`config.mk`:
```
export PLATFORM = sky130hd
export DESIGN_NAME = alpha_blend_pack_pixel_top
export DESIGN_NICKNAME = d
export VERILOG_FILES = /design/src/design/abpp_pkg.sv /design/src/design/alpha_blend_pack_pixel_top.sv /design/src/design/abpp_cfg.sv /design/src/design/abpp_blend.sv /design/src/design/abpp_scale.sv
export SDC_FILE = /design/constraint.sdc
export NUM_CORES = 2
export LEC_CHECK = 0
export BUFFER_PORTS_ARGS = -buffer_cell sky130_fd_sc_hd__buf_4
export CORE_ASPECT_RATIO = 0.6
export CORE_MARGIN = 2
export CORE_UTILIZATION = 45
export CTS_BUF_LIST = sky130_fd_sc_hd__clkbuf_4
export DETAILED_ROUTE_END_ITERATION = 8
export PLACE_DENSITY = 0.63
export SLEW_MARGIN = 20
export SYNTH_ARGS = -nofsm -noshare
export SYNTH_HDL_FRONTEND = slang
export SYNTH_SLANG_ARGS = --single-unit
```
`constraint.sdc`:
```
create_clock -name clk_i -period 7.5 [get_ports clk_i]
set_input_delay 0 -clock clk_i [delete_from_list [all_inputs] [get_ports clk_i]]
set_output_delay 0 -clock clk_i [all_outputs]
set_load 0.05 [all_outputs]
```
`src/design/abpp_pkg.sv`:
```
// Shared types, constants and the mask decoding function for the alpha blend
// and pixel packing pipeline. No dependencies.
`default_nettype none

package abpp_pkg;

  // Configuration register indexes
  typedef enum logic [7:0] {
    CFG_BG_COLOR   = 8'd0,
    CFG_RED_MASK   = 8'd1,
    CFG_GREEN_MASK = 8'd2,
    CFG_BLUE_MASK  = 8'd3
  } cfg_reg_e;

  localparam logic [23:0] BG_COLOR_RST   = 24'h000000;
  localparam logic [31:0] RED_MASK_RST   = 32'h00FF0000;
  localparam logic [31:0] GREEN_MASK_RST = 32'h0000FF00;
  localparam logic [31:0] BLUE_MASK_RST  = 32'h000000FF;

  // Rounding bias and reciprocal of 255: floor(x * RECIP_255 / 2^39) == x / 255
  // for every 32-bit x.
  localparam logic [31:0] ROUND_BIAS  = 32'd127;
  localparam logic [31:0] RECIP_255   = 32'h80808081;
  localparam int unsigned RECIP_SHIFT = 39;
  localparam int unsigned QUOT_W      = 25;

  // Decoded form of one channel mask
  typedef struct packed {
    logic [31:0] mask;
    logic [4:0]  lsb;   // position of the lowest set bit
    logic [31:0] top;   // full-scale value of the lowest run of ones
  } field_t;

  typedef struct packed {
    logic [23:0] bg_color;
    field_t      red;
    field_t      green;
    field_t      blue;
  } cfg_t;

  // Load enables of the four register stages
  typedef struct packed {
    logic s1;
    logic s2;
    logic s3;
    logic s4;
  } pipe_en_t;

  // Isolate the lowest set bit, then the run of ones above it by adding that
  // bit: the carry clears the run, and the XOR recovers it.
  function automatic field_t field_decode(logic [31:0] mask);
    logic [31:0] low;
    logic [31:0] run_bits;
    logic [4:0]  pos;
    field_t      f;
    low      = mask & (~mask + 32'd1);
    run_bits = mask & (mask ^ (mask + low));
    pos      = '0;
    for (int i = 0; i < 32; i++) begin
      if (low[i]) begin
        pos = pos | 5'(i);
      end
    end
    f.mask = mask;
    f.lsb  = pos;
    // Runs of 31 or 32 ones saturate to all ones
    if (run_bits == 32'hFFFFFFFF || run_bits == 32'h7FFFFFFF ||
        run_bits == 32'hFFFFFFFE) begin
      f.top = 32'hFFFFFFFF;
    end else begin
      f.top = run_bits >> pos;
    end
    return f;
  endfunction

endpackage

`default_nettype wire

```
`src/design/alpha_blend_pack_pixel_top.sv`:
```
// Alpha blend over a solid background and packing into channel mask fields.
// Four register stages (blend multiply, scale multiply, reciprocal multiply,
// pack), each with its own valid bit. Throughput one pixel per cycle while the
// output stream is ready; output back-pressure holds the full stages. Reset
// clears the stage valid bits and loads the configuration defaults (black
// background, 0x00RRGGBB masks).
// Depends on abpp_pkg, abpp_cfg, abpp_blend, abpp_scale.
`default_nettype none

module alpha_blend_pack_pixel_top (
  input  wire logic        clk_i,
  input  wire logic        rst_ni,
  // Configuration write channel
  input  wire logic        cfg_valid_i,
  output logic             cfg_ready_o,
  input  wire logic [7:0]  cfg_index_i,
  input  wire logic [31:0] cfg_data_i,
  // Pixel input stream
  input  wire logic        s_axis_tvalid_i,
  output logic             s_axis_tready_o,
  input  wire logic [31:0] s_axis_tdata_i,  // red_in, green_in, blue_in, alpha_in
  // Packed pixel output stream
  output logic             m_axis_tvalid_o,
  input  wire logic        m_axis_tready_i,
  output logic [31:0]      m_axis_tdata_o   // packed_pixel
);

  abpp_pkg::cfg_t     cfg;
  abpp_pkg::pipe_en_t en;

  // Valid bit of each stage register, stage 1 in bit 0
  logic [3:0] vld_q, vld_d;
  // Stage k may take a new transfer when empty or when it drains downstream
  logic [4:0] stage_rdy;
  logic [3:0] stage_in_vld;

  logic [15:0] num_r, num_g, num_b;
  logic [abpp_pkg::QUOT_W-1:0] quot_r, quot_g, quot_b;
  logic [31:0] pix_q, pix_d;

  abpp_cfg u_cfg (
    .clk_i       (clk_i),
    .rst_ni      (rst_ni),
    .cfg_valid_i (cfg_valid_i),
    .cfg_ready_o (cfg_ready_o),
    .cfg_index_i (cfg_index_i),
    .cfg_data_i  (cfg_data_i),
    .cfg_o       (cfg)
  );

  // ---------------------------------------------------------------------------
  // Pipeline control: a stall only backs up as far as the first bubble
  // ---------------------------------------------------------------------------
  assign stage_in_vld = {vld_q[2:0], s_axis_tvalid_i};

  always_comb begin
    stage_rdy[4] = m_axis_tready_i;
    for (int k = 3; k >= 0; k--) begin
      stage_rdy[k] = !vld_q[k] || stage_rdy[k+1];
    end
  end

  always_comb begin
    vld_d = vld_q;
    for (int k = 0; k < 4; k++) begin
      if (stage_rdy[k]) begin
        vld_d[k] = stage_in_vld[k];
      end
    end
  end

  always_ff @(posedge clk_i or negedge rst_ni) begin
    if (!rst_ni) begin
      vld_q <= '0;
    end else begin
      vld_q <= vld_d;
    end
  end

  // Load a stage only when it advances and has something to take
  assign en.s1 = stage_rdy[0] && stage_in_vld[0];
  assign en.s2 = stage_rdy[1] && stage_in_vld[1];
  assign en.s3 = stage_rdy[2] && stage_in_vld[2];
  assign en.s4 = stage_rdy[3] && stage_in_vld[3];

  assign s_axis_tready_o = stage_rdy[0];

  // ---------------------------------------------------------------------------
  // Stage 1: blend numerators
  // ---------------------------------------------------------------------------
  abpp_blend u_blend_r (
    .clk_i   (clk_i),
    .en_i    (en),
    .chan_i  (s_axis_tdata_i[7:0]),
    .alpha_i (s_axis_tdata_i[31:24]),
    .bg_i    (cfg.bg_color[23:16]),
    .num_o   (num_r)
  );

  abpp_blend u_blend_g (
    .clk_i   (clk_i),
    .en_i    (en),
    .chan_i  (s_axis_tdata_i[15:8]),
    .alpha_i (s_axis_tdata_i[31:24]),
    .bg_i    (cfg.bg_color[15:8]),
    .num_o   (num_g)
  );

  abpp_blend u_blend_b (
    .clk_i   (clk_i),
    .en_i    (en),
    .chan_i  (s_axis_tdata_i[23:16]),
    .alpha_i (s_axis_tdata_i[31:24]),
    .bg_i    (cfg.bg_color[7:0]),
    .num_o   (num_b)
  );

  // ---------------------------------------------------------------------------
  // Stages 2 and 3: field scaling with rounding
  // ---------------------------------------------------------------------------
  abpp_scale u_scale_r (
    .clk_i  (clk_i),
    .en_i   (en),
    .num_i  (num_r),
    .top_i  (cfg.red.top),
    .quot_o (quot_r)
  );

  abpp_scale u_scale_g (
    .clk_i  (clk_i),
    .en_i   (en),
    .num_i  (num_g),
    .top_i  (cfg.green.top),
    .quot_o (quot_g)
  );

  abpp_scale u_scale_b (
    .clk_i  (clk_i),
    .en_i   (en),
    .num_i  (num_b),
    .top_i  (cfg.blue.top),
    .quot_o (quot_b)
  );

  // ---------------------------------------------------------------------------
  // Stage 4: shift into place, clip to the mask, merge. Bits of a mask above
  // its lowest run pass whatever the shifted value holds there; a zero mask
  // gives zero.
  // ---------------------------------------------------------------------------
  assign pix_d = ((32'(quot_r) << cfg.red.lsb)   & cfg.red.mask)
               | ((32'(quot_g) << cfg.green.lsb) & cfg.green.mask)
               | ((32'(quot_b) << cfg.blue.lsb)  & cfg.blue.mask);

  always_ff @(posedge clk_i) begin
    if (en.s4) begin
      pix_q <= pix_d;
    end
  end

  assign m_axis_tvalid_o = vld_q[3];
  assign m_axis_tdata_o  = pix_q;

endmodule

`default_nettype wire

```
`src/design/abpp_cfg.sv`:
```
// Configuration registers; decodes each channel mask as it is written.
// Depends on abpp_pkg.
`default_nettype none

module abpp_cfg (
  input  wire logic          clk_i,
  input  wire logic          rst_ni,
  input  wire logic          cfg_valid_i,
  output logic               cfg_ready_o,
  input  wire logic [7:0]    cfg_index_i,
  input  wire logic [31:0]   cfg_data_i,
  output abpp_pkg::cfg_t     cfg_o
);

  abpp_pkg::cfg_t cfg_q, cfg_d;
  abpp_pkg::field_t wr_field;

  assign cfg_ready_o = 1'b1;
  assign wr_field    = abpp_pkg::field_decode(cfg_data_i);

  always_comb begin
    cfg_d = cfg_q;
    if (cfg_valid_i) begin
      case (cfg_index_i)
        abpp_pkg::CFG_BG_COLOR:   cfg_d.bg_color = cfg_data_i[23:0];
        abpp_pkg::CFG_RED_MASK:   cfg_d.red      = wr_field;
        abpp_pkg::CFG_GREEN_MASK: cfg_d.green    = wr_field;
        abpp_pkg::CFG_BLUE_MASK:  cfg_d.blue     = wr_field;
        default: ;  // drop writes beyond the register list
      endcase
    end
  end

  always_ff @(posedge clk_i or negedge rst_ni) begin
    if (!rst_ni) begin
      cfg_q.bg_color <= abpp_pkg::BG_COLOR_RST;
      cfg_q.red      <= abpp_pkg::field_decode(abpp_pkg::RED_MASK_RST);
      cfg_q.green    <= abpp_pkg::field_decode(abpp_pkg::GREEN_MASK_RST);
      cfg_q.blue     <= abpp_pkg::field_decode(abpp_pkg::BLUE_MASK_RST);
    end else begin
      cfg_q <= cfg_d;
    end
  end

  assign cfg_o = cfg_q;

endmodule

`default_nettype wire

```
`src/design/abpp_blend.sv`:
```
// Stage 1: blend numerator c*a + bg*(255-a) for one colour channel.
// Depends on abpp_pkg.
`default_nettype none

module abpp_blend (
  input  wire logic                clk_i,
  input  wire abpp_pkg::pipe_en_t  en_i,
  input  wire logic [7:0]          chan_i,
  input  wire logic [7:0]          alpha_i,
  input  wire logic [7:0]          bg_i,
  output logic [15:0]              num_o
);

  logic [15:0] num_q, num_d;
  logic [7:0]  inv_alpha;

  assign inv_alpha = 8'd255 - alpha_i;
  // Max 255*255 fits 16 bits; an opaque pixel gives c*255, which divides back to c
  assign num_d = (16'(chan_i) * 16'(alpha_i)) + (16'(bg_i) * 16'(inv_alpha));

  always_ff @(posedge clk_i) begin
    if (en_i.s1) begin
      num_q <= num_d;
    end
  end

  assign num_o = num_q;

endmodule

`default_nettype wire

```
`src/design/abpp_scale.sv`:
```
// Stages 2 and 3: divide the blend numerator by 255, scale to the field's
// full-scale value, round and divide by 255 again. Depends on abpp_pkg.
`default_nettype none

module abpp_scale (
  input  wire logic                          clk_i,
  input  wire abpp_pkg::pipe_en_t            en_i,
  input  wire logic [15:0]                   num_i,
  input  wire logic [31:0]                   top_i,
  output logic [abpp_pkg::QUOT_W-1:0]        quot_o
);

  logic [7:0]  chan;
  logic [15:0] div_sum;
  logic [31:0] prod_q, prod_d;
  logic [31:0] biased;
  logic [63:0] recip_prod;
  logic [abpp_pkg::QUOT_W-1:0] quot_q, quot_d;

  // Exact x/255 for x below 65280; the 16-bit sum wraps above that
  assign div_sum = num_i + 16'd1 + {8'd0, num_i[15:8]};
  assign chan    = div_sum[15:8];
  assign prod_d  = 32'(chan * top_i);

  always_ff @(posedge clk_i) begin
    if (en_i.s2) begin
      prod_q <= prod_d;
    end
  end

  // Bias wraps modulo 2^32
  assign biased     = prod_q + abpp_pkg::ROUND_BIAS;
  assign recip_prod = 64'(biased) * 64'(abpp_pkg::RECIP_255);
  assign quot_d     = recip_prod[abpp_pkg::RECIP_SHIFT +: abpp_pkg::QUOT_W];

  always_ff @(posedge clk_i) begin
    if (en_i.s3) begin
      quot_q <= quot_d;
    end
  end

  assign quot_o = quot_q;

endmodule

`default_nettype wire

```
# Yosys cells after proc, flatten, opt, wreduce, memory -nomap -nowiden
# Cells that the tools add are included.
# word_totals
out_inout_bits,35
reg_bits,486
romBits,0
ram_bits,0
word_cells,133
latch_bits,0
memories,0
# op_classes
n_bitwise,9
shifts,4
reduce_logical,19
eq_ne,10
multipliers,12
add_sub_neg,15
n_div,0
order_cmp,0
mux,40
# ops
operator,count
$mux W69,6
$mul A32 B32 Y64 const B,3
$and A32 B32 Y32,5
$add A32 B7 Y32 const B,3
$mul A8 B32 Y32,3
$mul A8 B8 Y16,6
$shl A25 B5 Y32,3
$mux W5,16
$eq A32 B32 Y1 const B,2
$or A32 B32 Y32,2
$add A16 B1 Y16 const B,3
$add A16 B16 Y16,3
$add A16 B8 Y16,3
$mux W24,2
$add A32 B1 Y32 const B,1
$add A32 B32 Y32,1
$eq A32 B31 Y1 const B,1
$mux W32,1
$mux W4,8
$not A32 Y32,1
$shr A32 B5 Y32,1
$xor A32 B32 Y32,1
$eq A8 B2 Y1 const B,2
$mux W3,4
10 further kinds,28

# Depth between registers and ports, before layout
# logic_depth
depth_word,38
mapped_depth,31

# Cells and area by module
# From an unflattened synthesis, not the netlist that was laid out.
# unflattened
cells_unflattened,8552
hier_area_um2,81029.0
# by_module_without_submodules
module,area_each_um2,seq_area_each_um2,cells_each,n_inst
abpp_scale at u_scale_b,15546.2,1711.6,1640,1
abpp_scale at u_scale_g,15058.2,1711.6,1532,1
abpp_scale at u_scale_r,15031.9,1711.6,1535,1
abpp_cfg,13090.1,5843.1,1528,1
abpp_blend at u_blend_b ...,4974.8,480.5,523,2
alpha_blend_pack_pixel_top,7398.3,1061.0,742,1
abpp_blend at u_blend_g,4954.8,480.5,529,1

# Worst setup path before layout
# OpenSTA, ideal clock, no wires.
# synth_path
kind,register -> register
from,register u_blend_g.num_q[9] (netlist: u_blend_g.num_o[9])
to,register u_scale_g.prod_q[29] (data pin)
path_stages_with_launch,28
slack_ns,0.046
t_required_ns,7.232
setup_time_ns,0.268
t_arrival_ns,7.186
path_cell_list,edfxtp_1 ha_1 o21a_1 o21a_1 o2111ai_1 and3_1 a2111oi_0 nand3_1 xor2_1 clkbuf_1 nor2b_1 fa_1 inv_1 fa_1 fa_1 fa_1 inv_1 ha_1 inv_1 o21bai_1 a31o_2 a21oi_1 o311a_1 nor3_1 a311oi_1 nor3_1 nor4_1 nand4b_1
# synth_between
elab_chain_len,3
# synth_lines
item,line_no,source
"start, declared",abpp_blend.sv:14,"logic [15:0] num_q, num_d;"
"start signal, assigned",abpp_blend.sv:23,num_q <= num_d;
$add A16 B1 Y16,abpp_scale.sv:21,"assign div_sum = num_i + 16'd1 + {8'd0, num_i[15:8]};"
$add A16 B8 Y16 (*),abpp_scale.sv:21,
$mul A8 B32 Y32 (*),abpp_scale.sv:23,assign prod_d = 32'(chan * top_i);
net u_scale_g.prod_d[29],abpp_scale.sv:15,"logic [31:0] prod_q, prod_d;"
"end signal, assigned",abpp_scale.sv:27,prod_q <= prod_d;
"end, declared",abpp_scale.sv:15,
# The timed path passes the listed nets; every way through them passes the cells marked *.
# A chain may end at the register's enable or synchronous reset.

# Final worst setup path
# layout_path
from,register u_blend_r.num_q[9] (netlist: u_blend_r.num_o[9])
to,register u_scale_r.prod_q[31] (data pin)
# layout_between
elab_chain_len,3
# layout_lines
item,line_no
"start, declared",abpp_blend.sv:14
"start signal, assigned",abpp_blend.sv:23
$add A16 B1 Y16,abpp_scale.sv:21
$add A16 B8 Y16 (*),abpp_scale.sv:21
$mul A8 B32 Y32 (*),abpp_scale.sv:23
net u_scale_r.prod_d[31],abpp_scale.sv:15
"end signal, assigned",abpp_scale.sv:27
"end, declared",abpp_scale.sv:15
# Marks and branches as above.

==> key figures <==
Clock tree
  – Clk slew on worst S/H paths: 0.07 ns
  – TritonCTS clock tree: built
  – CTS buffer count: 133
  – CTS Buffer Depth: 3
  – CTS Sinks: 486
  – CTS H-tree depth: 4
  – Root buf cell: clkbuf_4
  – Worst-Skew Late Latency: 1.17 ns

Routing
  – Vias per cell: 5.625
  – Via Count: 61300
  – Routed WL: 234200 um
  – Initial DRC count: 6158
  – First drt pass iteration count: 9
  – DRC violations left: 0
  – Wirelength per Cell: 21.49 um
  – Routed Antenna Nets: 0

Logic synthesis
  – Post-synth EDFFs: 251
  – Synth top area cells: fa_1, ha_1, edfxtp_1
  – Main synth FF type: edfxtp_1
  – Cell Area, Synth: 77120 um^2
  – Sequential cell area fraction in the yosys report: 0.1748
  – Seq cells post-synth: 486
  – Post-Syn Area per Cell: 9.383 um^2
  – Synth area leader: fa_1
  – Fraction of registers with async set or reset after synthesis: 0.4835
  – Mapped Cells: 8219
  – Share of the synthesized area in the top cell type: 0.2329
  – YS warnings: 0
  – Netlist cell types: 109

Die
  – Die H: 324.7 um
  – Io pins: 112
  – Core region area: 170000 um^2
  – Starting Density: 0.4537
  – Rows: 117
  – Die width: 538.4 um
  – Die area: 174800 um^2

GRT
  – Overflow after GRT: 0
  – Vias in the first global route: 61500
  – GR Util All Layers: 0.2699
  – Initial antenna violation count: 13
  – Global-route wire length before repair: 366000 um
  – Largest net degree at the start of global routing: 132

Job
  – Number of max-cap violations: 0

Pwr
  – Pleak: 41.88 nW
  – Switching share of power: 0.5189
  – Tot Pwr: 32.52 mW
  – Pwr per Cell Area: 381.1 nW/um^2
  – P_int: 15.64 mW
  – Logic pwr share: 0.780
  – Switching pwr: 16.87 mW
  – Peak supply drop: 0.4347 mV
  – Flop pwr share: 0.140
  – Clock power frac: 0.080

Critical path
  – Worst R2R End: u_scale_r.prod_q[31]$_DFFE_PP_
  – Most frequent CP cell: fa_1
  – Worst path max stage delay: 0.57 ns
  – Data required, critical path: 8.37 ns
  – CP startpoint kind: flip-flop
  – FF-to-FF Start: u_blend_r.num_o[9]$_DFFE_PP_
  – Path depth of the worst reg2reg path: 28
  – Flop-to-flop setup slack: 0.22 ns
  – Critical-path cell with the highest stage delay: fa_1
  – CP max FO: 8
  – Critical Path AT: 8.14 ns
  – Crit Path Category: reg2reg
  – Critical Path Sink Type: flip-flop

STA
  – Fmax: 137.4 MHz
  – Final worst setup slack: 0.2239 ns
  – Clock Skews: 0.08788 ns
  – RSZ-0062 raised after global routing: true
  – Max-slew headroom: 0.1876
  – Min Hold Slack: 0.1197 ns
  – Final Setup Violations: 0
  – Final hold viol count: 0
  – Minimum clock period: 7.276 ns
  – Worst Tran Pin Value: 1.203 ns
  – Max-slew violations: 0
  – Fin crit share: 0.9701
  – TNS Setup: 0 ns

Finish
  – Layout cell share with drive strength beyond 1: 0.1027
  – Storage element area: 13480 um^2
  – Fin nets: 10620
  – Multi-input gate area: 58850 um^2
  – Filler cells: 15880
  – Post-route cell area: 85320 um^2
  – P&R area growth vs syn: 10.63%

Worst hold path
  – Hold EP: u_blend_g.num_o[2]$_DFFE_PP_
  – HP Start: s_axis_tdata_i[25]
  – Worst hold path class: in2reg
  – Hold path depth: 7

Outcome
  – Status: finished clean

Place
  – Area post-placement: 81360 um^2
  – RePlAce Congestion: 1.005
  – Port Buffer Count: 110
  – Dpl ws: -0.2669 ns
  – HPWL after DPL: 186100 um
[synth_stat cells, drive strengths merged, types with 33 or more instances]
master,instances
buf,51
a31oi,49
nand3,135
dfrtp,185
o22ai,33
mux2i,92
nand4,57
a21o,76
ha,1125
xor2,99
dfstp,50
mux2,105
and3,65
fa,897
nor2,299
nand2b,115
a211oi,65
xnor2,201
edfxtp,251
a21oi,271
nand2,858
clkbuf,250
o21ai,269
o211ai,35
inv,1151
nor2b,407
o21a,52
nor3,106
and2,411
[routing by layer]
layer | vias to the layer above | global-route usage | part of all wire
li1 | 28130 | - | -
met1 | 30410 | 0.4229 | 0.49
met2 | 2531 | 0.3580 | 0.38
met3 | 233 | 0.08663 | 0.12
met4 | 6 | 0.04577 | 0.013
met5 | - | 0 | 0.00076
[state kept, by name, summed over array words and instances, names as in the netlist]
register / count
u_scale_r.quot_o: 25
u_scale_g.quot_o: 25
u_scale_g.prod_q: 32
m_axis_tdata_o: 32
u_scale_b.prod_q: 32
u_blend_b.num_o: 16
u_scale_b.quot_o: 25
u_scale_r.prod_q: 32
u_blend_g.num_o: 16
u_blend_r.num_o: 16
u_cfg.cfg_o: 231
vld_q: 4
[cell usage in the layout, fill, tap and decap left out, types with 185 or more instances in the layout]
cell type	n
and2_1	404
inv_1	1149
fa_1	897
nor2_1	289
buf_4	313
dfrtp_1	185
nor2b_1	401
edfxtp_1	251
xnor2_1	187
nand2_1	854
ha_1	1121
a21oi_1	264
o21ai_0	254
clkbuf_4	186
[cell families after synthesis]
| logic type | count (synthesis) | synth area share |
|---|---|---|
| XOR/XNOR | 303 | 0.03495 |
| flip-flops | 486 | 0.1748 |
| buffers and inverters | 1454 | 0.07146 |
| AND/OR/NAND/NOR | 2623 | 0.1753 |
| other | 2 | 0.00009739 |
| adder cells (fa/ha/maj) | 2027 | 0.4160 |
| multiplexers | 220 | 0.03399 |
| AO/OA/AOI/OAI | 1104 | 0.09333 |
[critical path, delay by kind of cell, from the launching register on]
kind	cells	cell delay [ns]
simple gates	5	0.90
fa+ha+maj	6	2.45
compound gates	11	2.40
xor+xnor	2	0.33
flops	1	0.39
buf+inv	4	0.51
[power groups by stage]
stage,logic [mW],registers [mW],clock network [mW]
floorplan,16.9,4.38,0
global placement,24.0,4.54,0
global route,28.7,4.60,2.81
detailed placement,24.4,4.56,0
finish,25.4,4.54,2.60
CTS,24.8,4.51,2.67
[worst max-delay path by stage]
stage	start	to	slack (ns)	cells after the start
floorplan	u_blend_g.num_o[9]$_DFFE_PP_	u_scale_g.prod_q[29]$_DFFE_PP_	0.05	27
global placement	u_scale_g.prod_q[0]$_DFFE_PP_	u_scale_g.quot_o[18]$_DFFE_PP_	-0.19	30
detailed placement	u_scale_g.prod_q[3]$_DFFE_PP_	u_scale_g.quot_o[18]$_DFFE_PP_	-0.27	29
CTS	u_blend_r.num_o[9]$_DFFE_PP_	u_scale_r.prod_q[31]$_DFFE_PP_	0.02	29
global route	u_blend_r.num_o[9]$_DFFE_PP_	u_scale_r.prod_q[30]$_DFFE_PP_	-0.08	31
finish	u_blend_r.num_o[9]$_DFFE_PP_	u_scale_r.prod_q[31]$_DFFE_PP_	0.22	28
[layout make-up]
cell class                 count  share of cell area
multi-input combinational   6281              0.6898
inverter                    1153             0.05073
sequential                   486              0.1580
antenna                        5           0.0001467
timing repair buffer         466             0.04758
tap                         2261             0.03316
clock buffer                 186             0.01637
clock inverter                61            0.004224
[timing repair]
action / 4_1_cts / 5_1_grt
endpoints found under the setup margin: 24 / 63
endpoints found under the hold margin: 586 / 0
buffers inserted: 1 / 21
gates resized for setup: 14 / 102
hold buffers: 132 / 0
gates cloned: 0 / 1
pin swaps: 2 / 32
[through the flow]
stage,util,cells
2_1_floorplan,-,8221
3_3_place_gp,0.4787,10490
3_5_place_dp,0.4787,10490
4_1_cts,0.4974,10870
5_1_grt,0.5019,10900
6_report,0.5020,10900
(Power assumes the default switching activity.)
